<file path="src/design/tmwc_pkg.sv">
package tmwc_pkg;

  typedef enum logic [3:0] {
    ST_IDLE,
    ST_EVAL,
    ST_START,
    ST_CHECK,
    ST_SCAN,
    ST_FLUSH,
    ST_CALC,
    ST_DECIDE,
    ST_PUSH
  } state_t;

  localparam logic OP_PIXEL = 1'b0;
  localparam logic OP_DRAIN = 1'b1;

  localparam logic [1:0] CLASS_BG  = 2'd0;
  localparam logic [1:0] CLASS_UNK = 2'd1;
  localparam logic [1:0] CLASS_FG  = 2'd2;

  localparam int CFG_IDX_W  = 3;
  localparam int CFG_DATA_W = 12;

  localparam logic [CFG_IDX_W-1:0] REG_FRAME_WIDTH      = 3'd0;
  localparam logic [CFG_IDX_W-1:0] REG_FRAME_HEIGHT     = 3'd1;
  localparam logic [CFG_IDX_W-1:0] REG_WINDOW_RADIUS    = 3'd2;
  localparam logic [CFG_IDX_W-1:0] REG_STRONG_THRESHOLD = 3'd3;
  localparam logic [CFG_IDX_W-1:0] REG_COVERAGE_PERCENT = 3'd4;

  localparam logic [11:0] RST_FRAME_WIDTH      = 12'd640;
  localparam logic [11:0] RST_FRAME_HEIGHT     = 12'd480;
  localparam logic [4:0]  RST_WINDOW_RADIUS    = 5'd3;
  localparam logic [7:0]  RST_STRONG_THRESHOLD = 8'd204;
  localparam logic [6:0]  RST_COVERAGE_PERCENT = 7'd1;

  typedef struct packed {
    logic accept;
    logic start;
    logic check;
    logic scan;
    logic calc;
    logic decide;
    logic push;
  } dp_cmd_t;

  typedef struct packed {
    logic emit_req;
    logic early;
    logic scan_last;
    logic out_free;
  } dp_status_t;

endpackage

</file>
<file path="src/design/tmwc_ctrl.sv">
module tmwc_ctrl
  import tmwc_pkg::*;
(
  input  logic       clk,
  input  logic       rst,
  input  logic       in_valid,
  output logic       in_ready,
  input  dp_status_t status,
  output dp_cmd_t    cmd
);
  state_t state, state_next;

  always_ff @(posedge clk) begin
    if (rst) begin
      state <= ST_IDLE;
    end else begin
      state <= state_next;
    end
  end

  always_comb begin
    state_next = state;
    case (state)
      ST_IDLE:   if (in_valid) state_next = ST_EVAL;
      ST_EVAL:   state_next = status.emit_req ? ST_START : ST_IDLE;
      ST_START:  state_next = ST_CHECK;
      ST_CHECK:  state_next = status.early ? ST_PUSH : ST_SCAN;
      ST_SCAN:   if (status.scan_last) state_next = ST_FLUSH;
      ST_FLUSH:  state_next = ST_CALC;
      ST_CALC:   state_next = ST_DECIDE;
      ST_DECIDE: state_next = ST_PUSH;
      ST_PUSH:   if (status.out_free) state_next = ST_IDLE;
      default:   state_next = ST_IDLE;
    endcase
  end

  always_comb begin
    in_ready   = (state == ST_IDLE);
    cmd        = '0;
    cmd.accept = (state == ST_IDLE) && in_valid;
    cmd.start  = (state == ST_START);
    cmd.check  = (state == ST_CHECK);
    cmd.scan   = (state == ST_SCAN);
    cmd.calc   = (state == ST_CALC);
    cmd.decide = (state == ST_DECIDE);
    cmd.push   = (state == ST_PUSH) && status.out_free;
  end
endmodule

</file>
<file path="config.mk">
export PLATFORM = sky130hd
export DESIGN_NAME = tmwc_ctrl
export DESIGN_NICKNAME = d
export VERILOG_FILES = /design/src/design/tmwc_pkg.sv /design/src/design/tmwc_ctrl.sv
export SDC_FILE = /design/constraint.sdc
export NUM_CORES = 1
export LEC_CHECK = 0
export BUFFER_PORTS_ARGS = -buffer_cell sky130_fd_sc_hd__buf_2
export CORE_AREA = 3 3 40 42
export DETAILED_ROUTE_END_ITERATION = 6
export DIE_AREA = 0 0 43 45
export GPL_ROUTABILITY_DRIVEN = 0
export HOLD_SLACK_MARGIN = 0.05
export PLACE_DENSITY_LB_ADDON = 0.15
export SYNTH_ARGS = -nofsm -noshare
export SYNTH_HDL_FRONTEND = slang
export SYNTH_SLANG_ARGS = --single-unit
</file>
<file path="constraint.sdc">
create_clock -name clk -period 1.5 [get_ports clk]
set_clock_uncertainty 0.1 [all_clocks]
set_input_delay 0.225 -clock clk [delete_from_list [all_inputs] [get_ports clk]]
set_output_delay 0.225 -clock clk [all_outputs]
set_load 0.01 [all_outputs]
</file>
* Yosys cells after proc, flatten, opt, wreduce, memory -nomap -nowiden *
Cells that the tools add are included.

storage, ports and cells
  register bits = 4
  latch bits = 0
  bits in writable memories = 0
  memory bits (read-only) = 0
  output and inout port bits = 8
  word-level logic and storage cells = 22
  memories = 0

operators by class
  $add $sub $neg = 0
  $mul = 0
  div/mod/pow operators = 0
  order comparisons = 0
  equality and inequality tests = 11
  shifts and indexed selects = 0
  muxes and demuxes = 6
  bitwise logic cells = 0
  reduce and logical (&&, ||, !) cells = 4

operator list
  operator            count
  $pmux 4 s9          1
  $eq 4x3->1 const B  4
  $mux 4              4
  $eq 4x2->1 const B  2
  $ne 2x2->1 const B  3
  $eq 4x1->1 const B  1
  $eq 4x4->1 const B  1
  $logic_not 4->1     1
  $reduce_and 3->1    1
  $logic_and 1x1->1   2
  $mux 2              1

* Depth between registers and ports, before layout *
Gate-level depths: netlist of run 1.

  word-level depth = 3
  gate-level depth with buffers = 4
  depth with buffers taken out = 3

* Worst setup path after synthesis of run 1 *
No wires, ideal clock.

  path type = reg2out
  from = register state[2]
  to = output port cmd[6] (netlist name)
  arrival time = 1.003 ns
  setup slack = 0.172 ns
  cell stages (with the launch flop) = 4
  path buffers = 1
  cell sequence = dfxtp_1 > buf_4 > nor4_2 > and2_1

RTL lines
  element                 line             text
  from (decl)             tmwc_ctrl.sv:11  state_t state, state_next;
  from (signal assigned)  tmwc_ctrl.sv:17  state <= state_next;
  to (decl)               tmwc_ctrl.sv:9   output dp_cmd_t cmd

==> results by group, run 1 <==
STA
  • Actual slew at the worst max-slew pin: 213.0 ps
  • Smallest setup slack after layout: 61.04 ps
  • Final Hold Fails: 0
  • Final worst-path cycle share: 95.93%
  • Slew headroom: 85.71%
  • Count of final setup violators: 0
  • Post-route worst hold slack: 135.6 ps
  • Maximum clock frequency: 0.6949 GHz
  • Final-report max-slew violation count: 0
  • Sum of negative setup slack: 0 ps
  • Setup repair after global routing missed its margin: true
  • Clock period minus final worst setup slack: 1439 ps

Global routing
  • First-pass GRT wire length: 1.207 mm
  • Number of global-route vias before repair: 302
  • Layer carrying the most global-route usage: met2
  • Largest net degree at the start of global routing: 12
  • Grt ovf: 0
  • Antenna violations before repair: 0
  • Met3 global-route usage: 0.7968%
  • Overall Global Routing Usage: 8.569%
  • Met1 demand-to-capacity share in global routing: 9.375%
  • Global routing usage on met2: 14.07%

Synthesis
  • Portion of the post-synthesis area used by sequential elements: 28.96%
  • Synthesized netlist cell count: 33
  • Primary FF master, synth: sky130_fd_sc_hd__dfxtp_1
  • Mux contribution to synthesized area: 7.692%
  • Adder and majority gate portion of the synthesized area: 0%
  • Area of the mapped netlist: 276.5 µm²
  • Area fraction in compound gates after synthesis: 9.050%
  • Largest family of logic cells by synthesized area: simple AND/OR/NAND/NOR gates
  • Ranking of synthesized cells by instance count: sky130_fd_sc_hd__nor2_1, sky130_fd_sc_hd__dfxtp_1, sky130_fd_sc_hd__nor3_1
  • Average cell area after synthesis: 8.379 µm²
  • Post-synthesis async set-or-reset flop share: 0%
  • Number of unique standard cell types used by synthesis: 22
  • Number of enable flip-flop cells after synthesis: 0
  • Count of warnings emitted by yosys: 0
  • Area leader, netlist: sky130_fd_sc_hd__dfxtp_1
  • Most frequent cell after synthesis: sky130_fd_sc_hd__nor2_1
  • Most area-consuming cells after synthesis: sky130_fd_sc_hd__dfxtp_1, sky130_fd_sc_hd__nor2_1, sky130_fd_sc_hd__nor3_1
  • Post-synthesis share of cell area spent on and, or, nand and nor gates: 47.51%
  • Top cell type's share of synthesized area: 28.96%
  • Yosys reg bits: 4
  • Nets in the synthesized netlist: 40
  • Synth Area in XOR/XNOR: 0%

Detailed routing
  • Number of vias per cell: 4.446
  • Routed wire length: 722 µm
  • Count of vias placed by the detailed router: 289
  • 1st-iter DRT viols: 4
  • Number of search-and-repair iterations in the first detailed-routing pass: 4
  • Number of routed nets with antenna violations: 0
  • Total DRC errors in the routed layout: 0
  • Wire length per cell after detailed routing: 11.11 µm

Placed design
  • Sum of net half-perimeters after detailed placement: 499.5 µm
  • Total placed instance area: 346.6 µm²
  • Worst slack after detailed placement: 133.4 ps
  • Port bufs: 14
  • Placed instance count: 60

Clock network
  • Worst skew pair latency: 230 ps
  • Maximum buffer depth of the clock tree: 2
  • Number of buffers created by CTS: 3
  • Clock-pin slew on the worst setup and hold paths: 40 ps
  • Clock tree from TritonCTS: built
  • Number of sinks handled by clock tree synthesis: 4
  • Max H-tree Level: 1
  • Clock Root Buffer: sky130_fd_sc_hd__clkbuf_4

Finish
  • Flip-flop count of the largest register after layout: 4
  • Top flop regs: state (4)
  • Layout filler cell count: 151
  • Area used by sequential logic in the layout: 92.59 µm²
  • Area used by multi-input combinational logic: 190.2 µm²
  • Cell Count, Final, Fillers Out: 65
  • Ant diodes: 0
  • Fraction of the core area covered by cells at the end of the flow: 32.33%
  • Top reg by flops: state
  • Synthesis-to-finish area growth: 50.23%
  • Share of final-layout standard cells stronger than drive strength 1: 58.00%
  • Post-route standard cell area excluding fillers: 415.4 µm²
  • Post-layout net count: 59

Floorplan
  • Die Wd: 43 µm
  • Initial Utilization: 21.52%
  • Standard cell core area: 1285 µm²
  • Chip Height: 45 µm
  • Area of the die: 1935 µm²
  • Number of standard-cell rows in the floorplan: 13
  • Count of boundary I/O pins: 15

Power
  • Leakage component of the power: 0.2026 nW
  • Worst vdd ir: 183.2 µV
  • Total power density per cell area: 726.8 nW/µm²
  • Total power of the final layout: 0.3019 mW

Worst hold path
  • Min-Delay Startpoint: rst
  • Class of the worst hold path: in -> reg
  • End point of the worst hold path: state[1]
  • Number of cells on the worst hold path: 2

Critical path
  • Slack of the worst reg-to-reg path: 420 ps
  • Reg2Reg Launch Point: state[0]
  • CP Launch Type: flop
  • Kind of critical path: reg -> out
  • Maximum fanout count along the critical path: 6
  • Critical R2R Capture: state[1]
  • Buf/Inv on CP: 1
  • Cell family contributing the most delay on the critical path: simple AND/OR/NAND/NOR gates
  • CP max-delay cell: sky130_fd_sc_hd__dfxtp_4
  • Cell chain of the critical path: nor4_4 -> and2_1 -> buf_2
  • Worst reg-to-reg path cell count: 3
  • Worst endpoint required time: 1170 ps
  • Worst endpoint data arrival time: 1110 ps
  • Type of destination of the critical path: primary output
  • Biggest cell delay along the critical path: 360 ps

Outcome
  • Outcome: finished, final reports clean

Flow run
  • Max-cap violations: 0
-- logic make-up (layout without fill, tap and decap cells) --
family / Yosys count / after routing
AO/OA/AOI/OAI: 3 / 3
buffers and inverters: 2 / 19
flip-flops: 4 / 4
multiplexers: 2 / 2
AND/OR/NAND/NOR: 22 / 22
-- cell type report --
cell class	count	share of cell area, %
repair buffers	16	21.99
well taps	15	4.518
multi-input cells	27	45.78
flip-flops and latches	4	22.29
clock buffers	3	5.422
-- per-layer routing --
metal  vias to the layer above  wire (µm)
li1                        153          -
met2                         8        367
met5                         -          0
met1                       128        310
met3                         0         43
met4                         0          0
-- placed cells by master (no fill, tap or decap), drive strengths merged --
master / n
nor2b: 1
and2: 1
nor2: 5
nand2b: 2
dfxtp: 4
o31ai: 1
mux2: 1
mux2i: 1
nor3: 4
clkbuf: 3
o21ai: 1
nand3: 1
and2b: 2
nor4: 2
and3: 2
nand2: 2
a211oi: 1
buf: 16
-- repair_timing --
item	4_1_cts	5_1_grt
resized for setup	4	6
hold buffers	0	0
setup endpoints to repair	5	5
buffers inserted	0	2
-- worst reg2reg max path: stages (launching register included) --
cell and delay [ps]:
sky130_fd_sc_hd__dfxtp_2 440, sky130_fd_sc_hd__o21ai_1 100, sky130_fd_sc_hd__mux2_2 270, sky130_fd_sc_hd__nor3_2 90
-- report_power, final --
group / leakage (nW) / internal (mW) / total [mW] / switching (mW)
sequential: 0.0352 / 0.108 / 0.119 / 0.0115
combinational: 0.154 / 0.0285 / 0.0512 / 0.0227
clock: 0.0138 / 0.0894 / 0.131 / 0.0420
-- how the worst max path moves through the flow --
stage,startpoint,endpoint,slack (ps),cells after the start
floorplan,state[2],cmd[6],170,3
global placement,state[3],cmd[1],150,3
detailed placement,state[3],cmd[1],130,3
CTS,state[0],cmd[0],7,3
global route,state[1],cmd[6],-30,3
finish,state[1],cmd[6],60,3
Power figures use the tool's default switching activity.
==> run 2, diff against run 1 <==
--- a/config.mk
+++ b/config.mk
@@ -6,9 +6,9 @@
 export NUM_CORES = 1
 export LEC_CHECK = 0
 export BUFFER_PORTS_ARGS = -buffer_cell sky130_fd_sc_hd__buf_2
-export CORE_AREA = 3 3 40 42
+export CORE_AREA = 2 2 39 41
 export DETAILED_ROUTE_END_ITERATION = 6
-export DIE_AREA = 0 0 43 45
+export DIE_AREA = 0 0 41 43
 export GPL_ROUTABILITY_DRIVEN = 0
 export HOLD_SLACK_MARGIN = 0.05
 export PLACE_DENSITY_LB_ADDON = 0.15
==> run 2 against run 1 <==
  * Total power increased by 1.8%
  * First-iteration DRC count unchanged
  * Critical path depth unchanged
  * Worst setup slack got worse by 12 ps
  * Die area decreased by 8.9%
  * Critical endpoint unchanged
  * Highest routed layer unchanged
==> results by group, run 2 (synthesis gave the netlist of run 1 again) <==
Floorplan
  • Initial Utilization: 19.98% (was 21.52%)
  • Chip Height: 43 µm (was 45 µm)
  • Area of the die: 1763 µm² (was 1935 µm²)
  • Standard cell core area: 1384 µm² (was 1285 µm²)
  • Die Wd: 41 µm (was 43 µm)
  • Number of standard-cell rows in the floorplan: 14 (was 13)
  • Count of boundary I/O pins: 15 (unchanged)

Placed design
  • Worst slack after detailed placement: 162.7 ps (was 133.4 ps)
  • Sum of net half-perimeters after detailed placement: 467.5 µm (was 499.5 µm)
  • Port bufs: 14 (unchanged)

Critical path
  • Worst endpoint data arrival time: 1130 ps (was 1110 ps)
  • CP Launch Type: flop (unchanged)
  • Slack of the worst reg-to-reg path: 400 ps (was 420 ps)
  • Maximum fanout count along the critical path: 8 (was 6)
  • Critical R2R Capture: state[1] (unchanged)
  • Worst reg-to-reg path cell count: 3 (unchanged)
  • Timing endpoint of the critical path: cmd[6] (unchanged)
  • Worst endpoint required time: 1170 ps (about the same)
  • Reg2Reg Launch Point: state[2] (was state[0])
  • Type of destination of the critical path: primary output (unchanged)
  • Source of the critical timing path: state[3] (was state[1])
  • Kind of critical path: reg -> out (unchanged)

Clock network
  • Number of sinks handled by clock tree synthesis: 4 (unchanged)
  • Max H-tree Level: 1 (unchanged)
  • Maximum buffer depth of the clock tree: 2 (unchanged)
  • Clock Root Buffer: sky130_fd_sc_hd__clkbuf_4 (unchanged)
  • Clock tree from TritonCTS: built (unchanged)
  • Number of buffers created by CTS: 3 (unchanged)
  • Clock-pin slew on the worst setup and hold paths: 40 ps (about the same)
  • Worst skew pair latency: 240 ps (was 230 ps)

Finish
  • Post-layout net count: 57 (was 59)
  • Top reg by flops: state (unchanged)
  • Share of final-layout standard cells stronger than drive strength 1: 56.25% (was 58.00%)
  • Ant diodes: 0 (unchanged)
  • Flip-flop count of the largest register after layout: 4 (unchanged)
  • Most common cell after layout, fill and taps aside: sky130_fd_sc_hd__buf_2 (unchanged)
  • Top flop regs: state (4) (unchanged)
  • Synthesis-to-finish area growth: 44.34% (was 50.23%)
  • Commonest cells after routing, fill and taps aside: sky130_fd_sc_hd__buf_2, sky130_fd_sc_hd__nor2_1, sky130_fd_sc_hd__nor3_1, sky130_fd_sc_hd__clkbuf_4 (was sky130_fd_sc_hd__buf_2, sky130_fd_sc_hd__nor2_1, sky130_fd_sc_hd__nor3_1, sky130_fd_sc_hd__clkbuf_4, sky130_fd_sc_hd__dfxtp_4)
  • Layout filler cell count: 156 (was 151)

Detailed routing
  • Total DRC errors in the routed layout: 0 (unchanged)
  • Number of routed nets with antenna violations: 0 (unchanged)
  • Number of vias per cell: 4.422 (was 4.446)
  • Wire length per cell after detailed routing: 10.08 µm (was 11.11 µm)
  • 1st-iter DRT viols: 4 (unchanged)
  • Count of vias placed by the detailed router: 283 (was 289)
  • Number of search-and-repair iterations in the first detailed-routing pass: 4 (unchanged)
  • Routed wire length: 645 µm (was 722 µm)

STA
  • Slew headroom: 83.56% (was 85.71%)
  • Final Hold Fails: 0 (unchanged)
  • Maximum clock frequency: 0.6893 GHz (was 0.6949 GHz)
  • Count of final setup violators: 0 (unchanged)
  • Actual slew at the worst max-slew pin: 244.3 ps (was 213.0 ps)
  • Smallest setup slack after layout: 49.19 ps (was 61.04 ps)
  • Setup repair after global routing missed its margin: true (unchanged)
  • Final-report max-slew violation count: 0 (unchanged)
  • Clock period minus final worst setup slack: 1451 ps (was 1439 ps)
  • Sum of negative setup slack: 0 ps (unchanged)
  • Final worst-path cycle share: 96.72% (was 95.93%)

Power
  • Leakage component of the power: 0.1915 nW (was 0.2026 nW)
  • Worst vdd ir: 502.1 µV (was 183.2 µV)
  • Total power density per cell area: 769.9 nW/µm² (was 726.8 nW/µm²)

Global routing
  • Number of global-route vias before repair: 237 (was 302)
  • Antenna violations before repair: 0 (unchanged)
  • Largest net degree at the start of global routing: 12 (unchanged)
  • Overall Global Routing Usage: 8.945% (was 8.569%)
  • First-pass GRT wire length: 1.007 mm (was 1.207 mm)
  • Grt ovf: 0 (unchanged)

Outcome
  • Outcome: finished, final reports clean (unchanged)

Worst hold path
  • Class of the worst hold path: in -> reg (unchanged)

Flow run
  • Max-cap violations: 0 (unchanged)
## run 2: cell count changes in the layout (fill, tap and decap cells not counted)
cell,delta
sky130_fd_sc_hd__dfxtp_2,+1
sky130_fd_sc_hd__buf_4,-2
sky130_fd_sc_hd__dfxtp_4,-1
## run 2: layout make-up
type                       instances  area [µm²]  share of cell area [%]
sequential                         4       90.09                   22.57
clock buffer                       3       22.52                   5.643
tap                               16       20.02                   5.016
timing repair buffer              14       76.32                   19.12
multi-input combinational         27       190.2                   47.65
## run 2: worst max-delay path: stages, from the launching register on
cell and delay (ps):
sky130_fd_sc_hd__dfxtp_4 360, sky130_fd_sc_hd__nor4_4 260, sky130_fd_sc_hd__and2_1 150, sky130_fd_sc_hd__buf_2 120
## run 2: how the worst min path moves through the flow
stage / to / start / depth (start not counted)
6_report: state[1] / rst / 2
5_1_grt: state[1] / rst / 2
4_1_cts: state[1] / rst / 2
3_5_place_dp: state[1] / rst / 2
3_3_place_gp: state[1] / rst / 2
2_1_floorplan: state[1] / rst / 1
## run 2: per-layer routing
metal  wire, µm  track usage (%)  vias to the layer above  share of wire, %
met3         91            7.853                        0                14
met5          0                0                        -                 0
met1        300            11.94                      118                47
met4          0            2.000                        0                 0
li1           -                -                      147                 -
met2        253            10.63                       18                39
## run 2: per-stage QoR
stage	power, mW	hold WS [ps]	std cells	utilization, %	cell area, µm²
global route	0.3285	135.0	64	28.84	399.1
finish	0.3073	122.5	64	28.84	399.1
global placement	0.1704	385.9	61	25.14	347.8
detailed placement	0.1695	383.9	61	25.14	347.8
CTS	0.3094	124.4	64	27.22	376.6
floorplan	0.1521	195.4	33	-	276.5
## run 2: what timing repair did
action,in CTS,in global routing
buffers inserted,0,0
resized for setup,4,5
hold endpoints to repair,0,0
pin swaps,0,3
hold buffers,0,0
endpoints found under the setup margin,5,6
## run 2: power by group
part | internal [mW] | switching, mW | leakage (nW)
sequential | 0.109 | 0.0119 | 0.0349
clock | 0.0898 | 0.0484 | 0.0138
combinational | 0.0262 | 0.0216 | 0.143
==> run 3, diff against run 2 <==
--- a/config.mk
+++ b/config.mk
@@ -5,6 +5,7 @@
 export SDC_FILE = /design/constraint.sdc
 export NUM_CORES = 1
 export LEC_CHECK = 0
+export ABC_AREA = 1
 export BUFFER_PORTS_ARGS = -buffer_cell sky130_fd_sc_hd__buf_2
 export CORE_AREA = 2 2 39 41
 export DETAILED_ROUTE_END_ITERATION = 6
==> run 3 against run 2 <==
  * Critical path depth rose by 1
  * Via count increased by 16%
  * Global-route usage shrank 0.21 points
  * Flip-flop and latch count stayed put
  * Final cell count rose by 25%
  * Combinational power increased by 80%
  * Synthesized area decreased by 0.45%
  * Worst setup slack improved by 58 ps
  * Clock power shrank 7%
  * Total power grew 12%
  * Hold slack got worse by 6.5 ps
==> results by group, run 3 <==
Critical path
  • Worst endpoint required time: 1170 ps (about the same)
  • Worst endpoint data arrival time: 1070 ps (was 1130 ps)
  • Maximum fanout count along the critical path: 6 (was 8)
  • Kind of critical path: reg -> out (unchanged)
  • Type of destination of the critical path: primary output (unchanged)
  • CP Launch Type: flop (unchanged)

Global routing
  • Antenna violations before repair: 0 (unchanged)
  • Largest net degree at the start of global routing: 9 (was 12)
  • Overall Global Routing Usage: 8.735% (was 8.945%)
  • Global routing usage on met2: 12.50% (was 10.63%)
  • Met1 demand-to-capacity share in global routing: 9.325% (was 11.94%)
  • Layer carrying the most global-route usage: met2 (was met1)
  • Grt ovf: 0 (unchanged)
  • Number of global-route vias before repair: 265 (was 237)
  • First-pass GRT wire length: 1.007 mm (unchanged)
  • Met3 global-route usage: 1.571% (was 7.853%)

Finish
  • Ant diodes: 0 (unchanged)
  • Cell Count, Final, Fillers Out: 80 (was 64)
  • Top flop regs: state (4) (unchanged)
  • Top reg by flops: state (unchanged)
  • Synthesis-to-finish area growth: 44.09% (was 44.34%)
  • Share of final-layout standard cells stronger than drive strength 1: 37.50% (was 56.25%)
  • Fraction of the core area covered by cells at the end of the flow: 28.66% (was 28.84%)
  • Area used by multi-input combinational logic: 162.7 µm² (was 190.2 µm²)
  • Layout filler cell count: 160 (was 156)
  • Flip-flop count of the largest register after layout: 4 (unchanged)
  • Post-layout net count: 73 (was 57)
  • Commonest cells after routing, fill and taps aside: sky130_fd_sc_hd__buf_2, sky130_fd_sc_hd__nor2_1, sky130_fd_sc_hd__inv_1, sky130_fd_sc_hd__nand2_1 (was sky130_fd_sc_hd__buf_2, sky130_fd_sc_hd__nor2_1, sky130_fd_sc_hd__nor3_1, sky130_fd_sc_hd__clkbuf_4)
  • Most common cell after layout, fill and taps aside: sky130_fd_sc_hd__buf_2 (unchanged)
  • Area used by sequential logic in the layout: 83.83 µm² (was 90.09 µm²)

Synthesis
  • Average cell area after synthesis: 5.857 µm² (was 8.379 µm²)
  • Count of warnings emitted by yosys: 0 (unchanged)
  • Most frequent cell after synthesis: sky130_fd_sc_hd__nor2_1 (unchanged)
  • Number of enable flip-flop cells after synthesis: 0 (unchanged)
  • Area of the mapped netlist: 275.3 µm² (was 276.5 µm²)
  • Area leader, netlist: sky130_fd_sc_hd__dfxtp_1 (unchanged)
  • Top cell type's share of synthesized area: 29.09% (was 28.96%)
  • Primary FF master, synth: sky130_fd_sc_hd__dfxtp_1 (unchanged)
  • Most area-consuming cells after synthesis: sky130_fd_sc_hd__dfxtp_1, sky130_fd_sc_hd__nor2_1, sky130_fd_sc_hd__inv_1 (was sky130_fd_sc_hd__dfxtp_1, sky130_fd_sc_hd__nor2_1, sky130_fd_sc_hd__nor3_1)
  • Post-synthesis async set-or-reset flop share: 0% (unchanged)
  • Nets in the synthesized netlist: 54 (was 40)
  • Yosys reg bits: 4 (unchanged)
  • Portion of the post-synthesis area used by sequential elements: 29.09% (was 28.96%)
  • Ranking of synthesized cells by instance count: sky130_fd_sc_hd__nor2_1, sky130_fd_sc_hd__inv_1, sky130_fd_sc_hd__nand2_1 (was sky130_fd_sc_hd__nor2_1, sky130_fd_sc_hd__dfxtp_1, sky130_fd_sc_hd__nor3_1)
  • Synthesized netlist cell count: 47 (was 33)
  • Number of unique standard cell types used by synthesis: 16 (was 22)

STA
  • Final-report max-slew violation count: 0 (unchanged)
  • Actual slew at the worst max-slew pin: 203.4 ps (was 244.3 ps)
  • Final worst-path cycle share: 92.84% (was 96.72%)
  • Slew headroom: 86.30% (was 83.56%)
  • Clock period minus final worst setup slack: 1393 ps (was 1451 ps)
  • Final Hold Fails: 0 (unchanged)
  • Count of final setup violators: 0 (unchanged)
  • Maximum clock frequency: 0.7181 GHz (was 0.6893 GHz)
  • Setup repair after global routing missed its margin: true (unchanged)

Clock network
  • Clock-pin slew on the worst setup and hold paths: 40 ps (about the same)
  • Max H-tree Level: 1 (unchanged)
  • Worst skew pair latency: 230 ps (was 240 ps)
  • Clock Root Buffer: sky130_fd_sc_hd__clkbuf_4 (unchanged)
  • Number of buffers created by CTS: 3 (unchanged)
  • Maximum buffer depth of the clock tree: 2 (unchanged)
  • Clock tree from TritonCTS: built (unchanged)
  • Number of sinks handled by clock tree synthesis: 4 (unchanged)

Power
  • Fraction of power spent switching nets: 29.64% (was 26.64%)
  • Leakage component of the power: 0.2199 nW (was 0.1915 nW)
  • Switch Pwr: 0.1017 mW (was 0.08185 mW)
  • P_int: 0.2414 mW (was 0.2254 mW)
  • Worst vdd ir: 339.5 µV (was 502.1 µV)
  • Total power density per cell area: 865.0 nW/µm² (was 769.9 nW/µm²)
  • Total power of the final layout: 0.3431 mW (was 0.3073 mW)
  • Portion of total power attributed to sequential cells: 37.1% (was 39.5%)
  • Share of total power in combinational logic: 25.2% (was 15.6%)
  • Clock share of power: 37.7% (was 45.0%)

Placed design
  • Sum of net half-perimeters after detailed placement: 547.5 µm (was 467.5 µm)
  • Port bufs: 14 (unchanged)
  • Placed instance count: 77 (was 61)

Detailed routing
  • Number of vias per cell: 4.113 (was 4.422)
  • Count of vias placed by the detailed router: 329 (was 283)
  • Routed wire length: 668 µm (was 645 µm)
  • Number of routed nets with antenna violations: 0 (unchanged)
  • Number of search-and-repair iterations in the first detailed-routing pass: 4 (unchanged)
  • Wire length per cell after detailed routing: 8.350 µm (was 10.08 µm)
  • 1st-iter DRT viols: 2 (was 4)
  • Total DRC errors in the routed layout: 0 (unchanged)

Floorplan
  • Number of standard-cell rows in the floorplan: 14 (unchanged)
  • Count of boundary I/O pins: 15 (unchanged)
  • Initial Utilization: 19.89% (was 19.98%)
  • Die Wd: 41 µm (unchanged)
  • Standard cell core area: 1384 µm² (unchanged)
  • Area of the die: 1763 µm² (unchanged)
  • Chip Height: 43 µm (unchanged)

Flow run
  • Max-cap violations: 0 (unchanged)

Outcome
  • Outcome: finished, final reports clean (unchanged)

Worst hold path
  • Class of the worst hold path: in -> reg (unchanged)
## run 3: changes by cell type in the layout (fill, tap and decap cells not counted), moves of 2 or more
cell and change:
sky130_fd_sc_hd__nor3_1 -2, sky130_fd_sc_hd__nand2b_1 -2, sky130_fd_sc_hd__and2b_1 -2, sky130_fd_sc_hd__nor2_1 +5, sky130_fd_sc_hd__dfxtp_4 -2, sky130_fd_sc_hd__nand2_1 +8
sky130_fd_sc_hd__inv_1 +9
## run 3: critical path: stages (launching register included)
cell	delay [ps]
sky130_fd_sc_hd__dfxtp_1	350
sky130_fd_sc_hd__nor2_2	190
sky130_fd_sc_hd__nand2_1	90
sky130_fd_sc_hd__nor2_1	80
sky130_fd_sc_hd__buf_2	130
## run 3: what timing repair did
| item | in CTS | in global routing |
|---|---|---|
| hold buffers | 0 | 0 |
| endpoints found under the setup margin | 1 | 4 |
| setup buffers | 0 | 0 |
| pin swaps | 0 | 0 |
| gates resized for setup | 1 | 3 |
## run 3: logic make-up (layout without fill, tap and decap cells)
family	count (synthesis)	in the layout	share of synthesized area, %
flip-flops	4	4	29.09
buffers and inverters	10	27	13.63
AO/OA/AOI/OAI	7	7	16.82
AND/OR/NAND/NOR	26	26	40.46
## run 3: cell type report
type,count,area share [%]
Inverter,10,9.464
Timing Repair Buffer,14,17.67
Sequential cell,4,21.14
Tap cell,16,5.047
Multi-Input combinational cell,33,41.01
Clock buffer,3,5.678
## run 3: metrics by stage
step                hold slack (ps)  cell area [µm²]  setup TNS (ps)  setup slack [ps]
floorplan                     194.1            275.3               0             346.0
global placement              358.0            365.4               0             251.5
detailed placement            364.3            365.4               0             255.9
CTS                           115.1            392.9               0             51.92
global route                  120.2            396.6          -5.649            -5.649
finish                        116.0            396.6               0             107.4
## run 3: path summary, 6_finish.rpt
path                            slack [ps]  cells after the start  startpoint       end
worst min-delay path                   120                      2         rst  state[0]
worst max-delay path                   110                      4    state[2]    cmd[6]
worst max register to register         400                      7    state[2]  state[0]
worst min register to register         520                      3    state[3]  state[3]
## run 3: power groups by stage
| stage | clock [mW] | sequential (mW) | combinational [mW] |
|---|---|---|---|
| detailed placement | 0 | 0.125 | 0.0852 |
| CTS | 0.140 | 0.126 | 0.0874 |
| global placement | 0 | 0.126 | 0.0865 |
| finish | 0.129 | 0.127 | 0.0864 |
| global route | 0.143 | 0.129 | 0.100 |
| floorplan | 0 | 0.123 | 0.0567 |
## run 3: per-layer routing
| layer | wire [µm] | up-vias | part of all wire (%) |
|---|---|---|---|
| li1 | - | 182 | - |
| met1 | 282 | 137 | 42 |
| met2 | 345 | 8 | 52 |
| met3 | 36 | 2 | 5.4 |
| met4 | 5 | 0 | 0.75 |
| met5 | 0 | - | 0 |
